[config.mk]
export PLATFORM = sky130hd
export DESIGN_NAME = box_collision_event_tracker_unit
export DESIGN_NICKNAME = d
export VERILOG_FILES = /design/src/rtl/bcet_pkg.sv /design/src/rtl/bcet_pair_mem.sv /design/src/rtl/bcet_overlap.sv /design/src/rtl/box_collision_event_tracker_unit.sv
export SDC_FILE = /design/constraint.sdc
export NUM_CORES = 2
export LEC_CHECK = 0
export BUFFER_PORTS_ARGS = -buffer_cell sky130_fd_sc_hd__clkbuf_2
export CAP_MARGIN = 40
export CELL_PAD_IN_SITES_DETAIL_PLACEMENT = 0
export CELL_PAD_IN_SITES_GLOBAL_PLACEMENT = 1
export CORE_UTILIZATION = 50
export CTS_CLUSTER_DIAMETER = 80
export DETAILED_ROUTE_END_ITERATION = 8
export PLACE_DENSITY_LB_ADDON = 0.1
export SLEW_MARGIN = 20
export SYNTH_ARGS = -nofsm -noshare
export SYNTH_HDL_FRONTEND = slang
export SYNTH_SLANG_ARGS = --single-unit
[constraint.sdc]
create_clock -name clk -period 60.4 [get_ports clk]
set_clock_uncertainty 0.2 [all_clocks]
set_input_delay 0 -clock clk [delete_from_list [all_inputs] [get_ports clk]]
set_output_delay 0 -clock clk [all_outputs]
set_load 0.02 [all_outputs]
[src/rtl/bcet_pkg.sv]
package bcet_pkg;

    // Fixed field widths of the check transaction
    localparam int ID_BITS    = 5;
    localparam int COORD_BITS = 16;
    localparam int SLOT_BITS  = 2 * ID_BITS;
    localparam int SIZE_BITS  = COORD_BITS - 1;
    localparam int MARGIN_BITS = 12;

    // Doubled-unit arithmetic width: 2*pos + size, their difference and its negation
    localparam int SUM_BITS = COORD_BITS + 4;

    localparam logic [MARGIN_BITS-1:0] MARGIN_RESET = 12'd10;

    // Operation codes
    localparam logic OP_CHECK = 1'b0;
    localparam logic OP_CLEAR = 1'b1;

    // Event codes
    localparam logic [1:0] EV_NONE  = 2'd0;
    localparam logic [1:0] EV_ENTER = 2'd1;
    localparam logic [1:0] EV_STAY  = 2'd2;
    localparam logic [1:0] EV_EXIT  = 2'd3;

    typedef struct packed {
        logic                         operation;
        logic [ID_BITS-1:0]           left_id;
        logic [ID_BITS-1:0]           right_id;
        logic signed [COORD_BITS-1:0] left_x;
        logic signed [COORD_BITS-1:0] left_y;
        logic [SIZE_BITS-1:0]         left_w;
        logic [SIZE_BITS-1:0]         left_h;
        logic signed [COORD_BITS-1:0] right_x;
        logic signed [COORD_BITS-1:0] right_y;
        logic [SIZE_BITS-1:0]         right_w;
        logic [SIZE_BITS-1:0]         right_h;
    } chk_item_t;

    typedef struct packed {
        logic [1:0] event_res;
        logic       overlap;
    } res_item_t;

endpackage

[src/rtl/bcet_pair_mem.sv]
module bcet_pair_mem #(
    parameter int ADDR_BITS = 10
) (
    input  logic                 clk,
    input  logic                 wr_en,
    input  logic [ADDR_BITS-1:0] wr_addr,
    input  logic                 wr_data,
    input  logic                 rd_en,
    input  logic [ADDR_BITS-1:0] rd_addr,
    output logic                 rd_data
);

    localparam int DEPTH = 1 << ADDR_BITS;

    logic mem [DEPTH];
    logic rd_data_reg;

    // One write port
    always_ff @(posedge clk)
    begin
        if (wr_en)
        begin
            mem[wr_addr] <= wr_data;
        end
    end

    // One registered read port, old data on a same-address write
    always_ff @(posedge clk)
    begin
        if (rd_en)
        begin
            rd_data_reg <= mem[rd_addr];
        end
    end

    assign rd_data = rd_data_reg;

endmodule

[src/rtl/bcet_overlap.sv]
module bcet_overlap (
    input  bcet_pkg::chk_item_t                item,
    input  logic [bcet_pkg::MARGIN_BITS-1:0]   margin,
    output logic                               hit
);

    import bcet_pkg::*;

    // One axis in doubled units: |(2lp+ls) - (2rp+rs)| < ls + rs - 2*margin
    function automatic logic axis_hit(
        input logic signed [COORD_BITS-1:0] lp,
        input logic [SIZE_BITS-1:0]         ls,
        input logic signed [COORD_BITS-1:0] rp,
        input logic [SIZE_BITS-1:0]         rs,
        input logic [MARGIN_BITS-1:0]       mg
    );
        logic signed [SUM_BITS-1:0] lc;
        logic signed [SUM_BITS-1:0] rc;
        logic signed [SUM_BITS-1:0] reach;
        logic signed [SUM_BITS-1:0] diff;
        logic signed [SUM_BITS-1:0] ndiff;
        lc    = (SUM_BITS'(lp) <<< 1) + SUM_BITS'(ls);
        rc    = (SUM_BITS'(rp) <<< 1) + SUM_BITS'(rs);
        reach = SUM_BITS'(ls) + SUM_BITS'(rs) - SUM_BITS'({mg, 1'b0});
        diff  = lc - rc;
        ndiff = rc - lc;
        return (diff < reach) && (ndiff < reach);
    endfunction

    assign hit = axis_hit(item.left_x, item.left_w, item.right_x, item.right_w, margin)
              && axis_hit(item.left_y, item.left_h, item.right_y, item.right_h, margin);

endmodule

[src/rtl/box_collision_event_tracker_unit.sv]
// Box collision event tracker. Each check transaction carries an ordered pair of
// collider ids and two boxes; the result reports enter, stay, exit or none and
// whether the boxes overlap, while a one-bit touching flag per ordered pair is
// updated. Timing: a check transaction can be accepted every cycle unless a sweep
// runs or the output side holds back the stage. It lands in the input stage and
// its result is loaded into the output register once the output side is free.
// The overlap compare and the flag read-modify-write sit in the single stage
// between the two registers, with a bypass for back-to-back checks of the same
// pair. The flags live in a 1024-entry single-write RAM, so after reset and after
// every clear transaction a sweep rewrites it one entry per cycle, and no check
// is accepted while it runs. The margin register (reset 10) is written on the
// cfg channel, which is always ready; write it only while no check transaction
// is in flight, since the stage in progress uses the current margin.
module box_collision_event_tracker_unit (
    input  logic                             clk,
    input  logic                             rst_n,
    input  logic                             chk_valid,
    output logic                             chk_ready,
    input  bcet_pkg::chk_item_t              chk_item,
    output logic                             res_valid,
    input  logic                             res_ready,
    output bcet_pkg::res_item_t              res_item,
    input  logic                             cfg_valid,
    output logic                             cfg_ready,
    input  logic [bcet_pkg::MARGIN_BITS-1:0] cfg_margin
);

    import bcet_pkg::*;

    logic [MARGIN_BITS-1:0] margin_reg;

    logic                 clr_busy_reg;
    logic                 clr_busy_next;
    logic [SLOT_BITS-1:0] clr_cnt_reg;
    logic [SLOT_BITS-1:0] clr_cnt_next;

    logic                 s1_valid_reg;
    logic                 s1_valid_next;
    chk_item_t            s1_item_reg;
    logic                 byp_hit_reg;
    logic                 byp_val_reg;

    logic                 res_valid_reg;
    logic                 res_valid_next;
    res_item_t            res_item_reg;
    res_item_t            res_item_next;

    logic                 chk_acc;
    logic                 s1_adv;
    logic                 s1_is_chk;
    logic                 s1_hit;
    logic                 s1_was;
    logic                 s1_wr;
    logic [SLOT_BITS-1:0] s1_slot;
    logic [SLOT_BITS-1:0] in_slot;
    logic                 mem_rd_data;
    logic                 mem_we;
    logic [SLOT_BITS-1:0] mem_waddr;
    logic                 mem_wdata;

    // Margin register
    assign cfg_ready = 1'b1;

    always_ff @(posedge clk or negedge rst_n)
    begin
        if (!rst_n)
        begin
            margin_reg <= MARGIN_RESET;
        end
        else if (cfg_valid && cfg_ready)
        begin
            margin_reg <= cfg_margin;
        end
    end

    // Handshake control
    assign s1_adv    = s1_valid_reg && (!res_valid_reg || res_ready);
    assign chk_ready = !clr_busy_reg && (!s1_valid_reg || s1_adv);
    assign chk_acc   = chk_valid && chk_ready;

    assign in_slot = {chk_item.left_id, chk_item.right_id};
    assign s1_slot = {s1_item_reg.left_id, s1_item_reg.right_id};

    // Clear sweep: runs after reset and after each accepted clear transaction
    always_comb
    begin
        clr_busy_next = clr_busy_reg;
        clr_cnt_next  = clr_cnt_reg;
        if (clr_busy_reg)
        begin
            clr_cnt_next = clr_cnt_reg + 1'b1;
            if (&clr_cnt_reg)
            begin
                clr_busy_next = 1'b0;
            end
        end
        else if (chk_acc && chk_item.operation == OP_CLEAR)
        begin
            clr_busy_next = 1'b1;
            clr_cnt_next  = '0;
        end
    end

    always_ff @(posedge clk or negedge rst_n)
    begin
        if (!rst_n)
        begin
            clr_busy_reg <= 1'b1;
            clr_cnt_reg  <= '0;
        end
        else
        begin
            clr_busy_reg <= clr_busy_next;
            clr_cnt_reg  <= clr_cnt_next;
        end
    end

    // Input stage
    assign s1_valid_next = chk_acc ? 1'b1 : (s1_adv ? 1'b0 : s1_valid_reg);

    always_ff @(posedge clk or negedge rst_n)
    begin
        if (!rst_n)
        begin
            s1_valid_reg <= 1'b0;
        end
        else
        begin
            s1_valid_reg <= s1_valid_next;
        end
    end

    // Payload and bypass of the flag being written at the same edge
    always_ff @(posedge clk)
    begin
        if (chk_acc)
        begin
            s1_item_reg <= chk_item;
            byp_hit_reg <= s1_wr && (s1_slot == in_slot);
            byp_val_reg <= s1_hit;
        end
    end

    // Pair flag storage
    assign mem_we    = clr_busy_reg || s1_wr;
    assign mem_waddr = clr_busy_reg ? clr_cnt_reg : s1_slot;
    assign mem_wdata = clr_busy_reg ? 1'b0 : s1_hit;

    bcet_pair_mem #(
        .ADDR_BITS (SLOT_BITS)
    ) u_pair_mem (
        .clk     (clk),
        .wr_en   (mem_we),
        .wr_addr (mem_waddr),
        .wr_data (mem_wdata),
        .rd_en   (chk_acc),
        .rd_addr (in_slot),
        .rd_data (mem_rd_data)
    );

    // Overlap compare
    bcet_overlap u_overlap (
        .item   (s1_item_reg),
        .margin (margin_reg),
        .hit    (s1_hit)
    );

    // Event decode and flag update
    assign s1_is_chk = (s1_item_reg.operation == OP_CHECK)
                    && (s1_item_reg.left_id != s1_item_reg.right_id);
    assign s1_was    = byp_hit_reg ? byp_val_reg : mem_rd_data;
    assign s1_wr     = s1_adv && s1_is_chk;

    always_comb
    begin
        res_item_next.overlap   = 1'b0;
        res_item_next.event_res = EV_NONE;
        if (s1_is_chk)
        begin
            res_item_next.overlap = s1_hit;
            case ({s1_hit, s1_was})
                2'b10:   res_item_next.event_res = EV_ENTER;
                2'b11:   res_item_next.event_res = EV_STAY;
                2'b01:   res_item_next.event_res = EV_EXIT;
                default: res_item_next.event_res = EV_NONE;
            endcase
        end
    end

    // Output register
    assign res_valid_next = s1_adv ? 1'b1 : (res_ready ? 1'b0 : res_valid_reg);

    always_ff @(posedge clk or negedge rst_n)
    begin
        if (!rst_n)
        begin
            res_valid_reg <= 1'b0;
        end
        else
        begin
            res_valid_reg <= res_valid_next;
        end
    end

    always_ff @(posedge clk)
    begin
        if (s1_adv)
        begin
            res_item_reg <= res_item_next;
        end
    end

    assign res_valid = res_valid_reg;
    assign res_item  = res_item_reg;

`ifndef SYNTHESIS
    // Sweep and pair update never share the write port
    a_wr_port_free: assert property (@(posedge clk) disable iff (!rst_n)
        !(clr_busy_reg && s1_wr))
        else $error("pair flag write collides with clear sweep");

    // A clear transaction starts the sweep
    a_clear_starts_sweep: assert property (@(posedge clk) disable iff (!rst_n)
        (chk_acc && chk_item.operation == OP_CLEAR) |=> clr_busy_reg)
        else $error("clear transaction did not start sweep");

    // The sweep walks every slot in order
    a_sweep_steps: assert property (@(posedge clk) disable iff (!rst_n)
        (clr_busy_reg && $past(clr_busy_reg) && $past(rst_n))
            |-> (clr_cnt_reg == SLOT_BITS'($past(clr_cnt_reg) + 1'b1)))
        else $error("clear sweep skipped a slot");

    // An overlap result is always an enter or a stay
    a_overlap_event: assert property (@(posedge clk) disable iff (!rst_n)
        (res_valid_reg && res_item_reg.overlap)
            |-> (res_item_reg.event_res == EV_ENTER || res_item_reg.event_res == EV_STAY))
        else $error("overlap reported with wrong event");
`endif

endmodule
# Yosys cells after proc, flatten, opt, wreduce, memory -nomap -nowiden
# Memory sizes are Yosys's and may differ from the RTL's. A register that Yosys moved wholly into a read port is not among the register bits.
# Cells that the tools add are included.
# Widths: inputs -> output; s select.
[op_classes]
n_addsub = 13
order_cmp = 4
eq_ne = 5
muxes = 15
bitwise = 1
n_reduce_logical = 20
[ops]
columns = ["op", "n"]
rows = [
  ["$lt 20x20->1", 4],
  ["$sub 20x20->20", 4],
  ["$add 17x16->18", 4],
  ["$sub 20x13->20", 2],
  ["$add 15x15->16", 2],
  ["$mux 10", 3],
  ["$mux 1", 11],
  ["$add 10x1->10 const B", 1],
  ["$eq 10x10->1", 1],
  ["$logic_and 1x1->1", 10],
  ["$reduce_and 10->1", 1],
  ["$pmux 2 s3", 1],
  ["$reduce_bool 2->1", 3],
  ["$ne 5x5->1", 1],
  ["$eq 2x2->1 const B", 2],
  ["$logic_not 1->1", 3],
  ["$logic_or 1x1->1", 3],
  ["$eq 2x1->1 const B", 1],
  ["$not 1->1", 1],
]
[totals]
reg_bits = 165
mem_bits_rw = 1024
in_bits = 152
output_inout_bits = 6
elab_cells = 79
mem_count = 1
[memory_table]
columns = ["memory", "words", "width", "rd", "rd_clocked_by_memory_dff", "write_ports", "line_no", "rtl"]
rows = [
  ["u_pair_mem.mem", 1024, 1, 1, 1, 1, "bcet_pair_mem.sv:15", "logic mem [DEPTH];"],
]

# Logic depth before layout (Yosys ltp)
[depth]
word_depth = 9
ltp_mapped = 31
ltp_nobuf = 30

# Cells and area by module
# From an unflattened synthesis, not the netlist that was laid out.
[hier_totals]
hier_cells = 4728
area_unflattened_um2 = 60252.8
[by_module_without_submodules]
columns = ["mod", "n_inst", "cells_each", "area_each_um2", "seq_area_each_um2"]
rows = [
  ["bcet_pair_mem", 1, 3112, 44666.6, 30779.5],
  ["bcet_overlap", 1, 1341, 9910.8, 0.0],
  ["box_collision_event_tracker_unit", 1, 275, 5675.4, 4833.4],
]

# Worst setup path before layout
# No wires, ideal clock.
[synth_timing]
kind = "register -> register"
startpoint = "register s1_item_reg[16] (netlist bit)"
endpoint = "memory u_pair_mem.mem[0] (data pin)"
setup_ns = 4.966
t_arrival_ns = 28.439
t_required_ns = 55.234
slack_ns = 26.795
path_stages_with_launch = 27
path_buffers = 1
period_less_slack_ns = 33.605
path_cell_list = "edfxtp_1 -> ha_1 -> inv_1 -> fa_1 -> nor2b_1 -> o21ai_0 -> a21boi_0 -> o21ai_0 -> a211o_1 -> a31oi_1 -> xnor2_1 -> ha_1 -> clkbuf_1 -> and3_1 -> and3_1 -> a21oi_1 -> nand2b_1 -> a21oi_1 -> xnor2_1 -> ha_1 -> a21o_1 -> a2111oi_0 -> o21ai_0 -> a22oi_1 -> o41a_1 -> nand4_1 -> nor2_1"
[synth_via]
elab_chain_cells = 6
elab_cells_between_ends = 10
classes_between = "add/sub: 5; order compare: 2; mux: 1; reduce/logical: 2"
[synth_rtl]
columns = ["element", "line_no", "rtl"]
rows = [
  ["from (decl)", "box_collision_event_tracker_unit.sv:39", "chk_item_t s1_item_reg;"],
  ["from (signal assigned)", "box_collision_event_tracker_unit.sv:138", "s1_item_reg <= chk_item;"],
  ["$add 17x16->18 / $add 15x15->16 (equally long branches)", "bcet_overlap.sv:23, bcet_overlap.sv:24", ""],
  ["$sub 20x20->20, or another cell as far along", "bcet_overlap.sv:25", "diff = lc - rc;"],
  ["$lt 20x20->1", "bcet_overlap.sv:27", "return (diff < reach) && (ndiff < reach);"],
  ["$logic_and 1x1->1 *", "bcet_overlap.sv:27", ""],
  ["$logic_and 1x1->1 *", "bcet_overlap.sv:31", "&& axis_hit(item.left_y, item.left_h, item.right_y, item.right_h, margin);"],
  ["$mux 1 *", "box_collision_event_tracker_unit.sv:147", "assign mem_wdata = clr_busy_reg ? 1'b0 : s1_hit;"],
  ["via mem_wdata", "box_collision_event_tracker_unit.sv:59", "logic mem_wdata;"],
  ["to (decl)", "bcet_pair_mem.sv:15", ""],
]
# The timed path passes the listed nets; every way through them passes the cells marked *.

# Worst setup path in the final report
[layout_timing]
startpoint = "register s1_item_reg[16] (netlist bit)"
endpoint = "memory u_pair_mem.mem[1001] (data pin)"
# Same word-level chain as after synthesis.

==> reports/results.txt <==
Status: finished, final reports clean
Post-synth design cell area: 59,980 µm²
VDD IR max: 31.40 µV
Final nets: 5,490
Area share of the largest cell type after synthesis: 0.5832
Post-Synthesis Cells: 4,670
Detailed-router iteration count before antenna repair: 5
Power Total: 2.257 mW
EDFF count, synth: 1,165
IO Count: 158
DRC Markers: 0
Slew HR: 0.2840
Longest Clk Path Bufs: 3
CP arrival: 9.41 ns
Worst-path fanout max: 255
CP endpoint kind: register
Post-synth ARST share: 0.02101
Final wirelength: 171.8 mm
Synth warnings: 0
First-pass GRT wire length: 255.0 mm
Tcrit/Tclk final: 0.1497
Grt total ovfl: 0
Setup TNS Final: 0 ns
Cts repair resizes: 0
Port Buf Inserts: 156
Drt wl/cell: 25.39 µm
Syn nets: 5,093
Initial antenna violation count: 3
Startpoint types: register
CTS H-Tree Depth: 4
Most common cell after layout, fill and taps aside: edfxtp_1
F_max: 110.6 MHz
Final Slew Violations: 0
Worst skew pair latency: 0.78 ns
Dpl hpwl: 102.3 mm
Syn avg cell area: 12.84 µm²
Full die area: 121,400 µm²
Largest net degree at the start of global routing: 256
All-Layer GR Usage: 0.2857
Core area: 118,600 µm²
GP Congestion: 0.8344
CTS tree: yes
First-iteration detailed-routing DRC count: 4,306
Cell taking the most area after synthesis: edfxtp_1
Flops & latches, synth: 1,190
Slew @ Worst Pin: 1.074 ns
Vias in the first global route: 40,130
Clock sinks: 1,190
Num rows: 126
Detail Route Antenna Nets: 0
Layout area overhead: 17.42%
Critical path class: reg2reg
Post-CTS Repair Setup Buffers: 0
Power Dens Cells: 32.04 nW/µm²
Clock transition at path regs: 0.06 ns
Leakage Power: 23.52 nW
Sequential fraction of the synthesis area: 0.5937
Height of the die: 348.4 µm
Cell variety after synth: 75
Most frequent cells in the layout: edfxtp_1, nor2_1, dlygate4sd3_1, mux4_2, ha_1
Top FF cell, synth: edfxtp_1
Root buf cell: clkbuf_16
Largest register FFs: 1,024
Hold/Removal Path Class: in2reg
Largest cells by area after synthesis: edfxtp_1, mux4_2, nor2_1
RSZ-0062 raised after global routing: false
Num CTS Buffers: 131
Layout cells sized above 1: 0.1522
Crit-path max cell delay: 0.59 ns
Final setup fails: 0
Final hold violations: 0
# Max-Cap Violations: 0
Drt via density: 5.893
CP max-delay cell: buf_12
CP required: 60.77 ns
Minimum clock period: 9.042 ns
Initial core utilization: 0.5059
Die X: 348.4 µm
Routed vias: 39,890
-- Yosys cell counts, drive strengths merged (20+ instances only) --
master / instances
a22oi: 23
o21ai: 122
nand2b: 38
o21a: 37
xor2: 66
nand4: 22
a31oi: 27
a21o: 50
mux2i: 70
a21oi: 107
a211oi: 21
o21bai: 20
ha: 259
nor2b: 40
and3: 27
nor2: 1154
inv: 154
nor3: 52
buf: 134
dfrtp: 22
nand2: 172
nand3: 71
or2: 22
mux4: 263
edfxtp: 1165
xnor2: 107
clkbuf: 188
-- routing by layer --
metal | vias up | track usage | part of all wire
li1 | 17900 | - | -
met1 | 20210 | 0.3684 | 0.40
met2 | 1429 | 0.4889 | 0.50
met3 | 346 | 0.03960 | 0.064
met4 | 0 | 0.1113 | 0.038
met5 | - | 0 | 0
-- cell type report --
type | count | area, µm²
diodes | 3 | 7.507
clock buffers | 158 | 3401
clock inverters | 73 | 805.8
fillers | 9607 | 48130
inverters | 154 | 578.1
multi-input cells | 3004 | 22640
flip-flops and latches | 1190 | 35610
well taps | 1600 | 2002
repair buffers | 586 | 5384
-- through the flow --
stage	setup WS [ns]	area, µm²	hold WS, ns	util	cells
after detailed placement	50.90	62950	-0.1329	0.5310	6216
after global placement	50.39	62140	-0.1361	0.5242	6167
final	51.36	70430	0.07704	0.5941	6768
after CTS	50.87	70280	0.004763	0.5928	6759
after global routing	50.48	70430	0.05148	0.5940	6767
after floorplan	26.79	59980	-0.4956	-	4670
-- worst paths after layout --
path,slack [ns],cells past startpoint,endpoint,start
worst max-delay path,51.36,31,u_pair_mem.mem[1001],s1_item_reg[16]
worst min-delay path,0.08,3,s1_item_reg[127],chk_item[127]
worst max register to register,51.36,31,u_pair_mem.mem[1001],s1_item_reg[16]
worst min register to register,0.31,1,res_valid,s1_valid_reg
max in group asynchronous,59.23,4,margin_reg[0],rst_n
min in group asynchronous,0.21,3,clr_busy_reg,rst_n
-- report_power, final --
group	internal [mW]	switching (mW)	total, mW	leakage (nW)
Clock	0.445	0.343	0.788	2.02
Sequential	0.911	0.00930	0.921	10.5
Combinational	0.211	0.336	0.548	11.0
-- critical path: cells and delay by family (launching register included) --
| kind | cells | cell delay, ns |
|---|---|---|
| AO/OA/AOI/OAI | 12 | 2.85 |
| XOR/XNOR | 2 | 0.30 |
| adder cells (fa/ha/maj) | 4 | 1.31 |
| buffers and inverters | 7 | 2.28 |
| flip-flops | 1 | 0.40 |
| AND/OR/NAND/NOR | 6 | 1.10 |
-- logic make-up (layout without fill, tap and decap cells) --
group / count (synthesis) / in the layout / synth area share
other: 1 / 4 / 0.00006252
flip-flops: 1190 / 1190 / 0.5937
buffers and inverters: 476 / 971 / 0.03329
XOR/XNOR: 173 / 173 / 0.02526
AO/OA/AOI/OAI: 547 / 547 / 0.06049
AND/OR/NAND/NOR: 1672 / 1672 / 0.1174
adder cells (fa/ha/maj): 271 / 271 / 0.05803
multiplexers: 340 / 340 / 0.1117
-- what timing repair did --
| action | in CTS | in global routing |
|---|---|---|
| hold endpoints to repair | 255 | 0 |
| hold buffers | 312 | 0 |
| setup endpoints to repair | 0 | 0 |
Note: power is estimated with default switching activity, not from simulation.
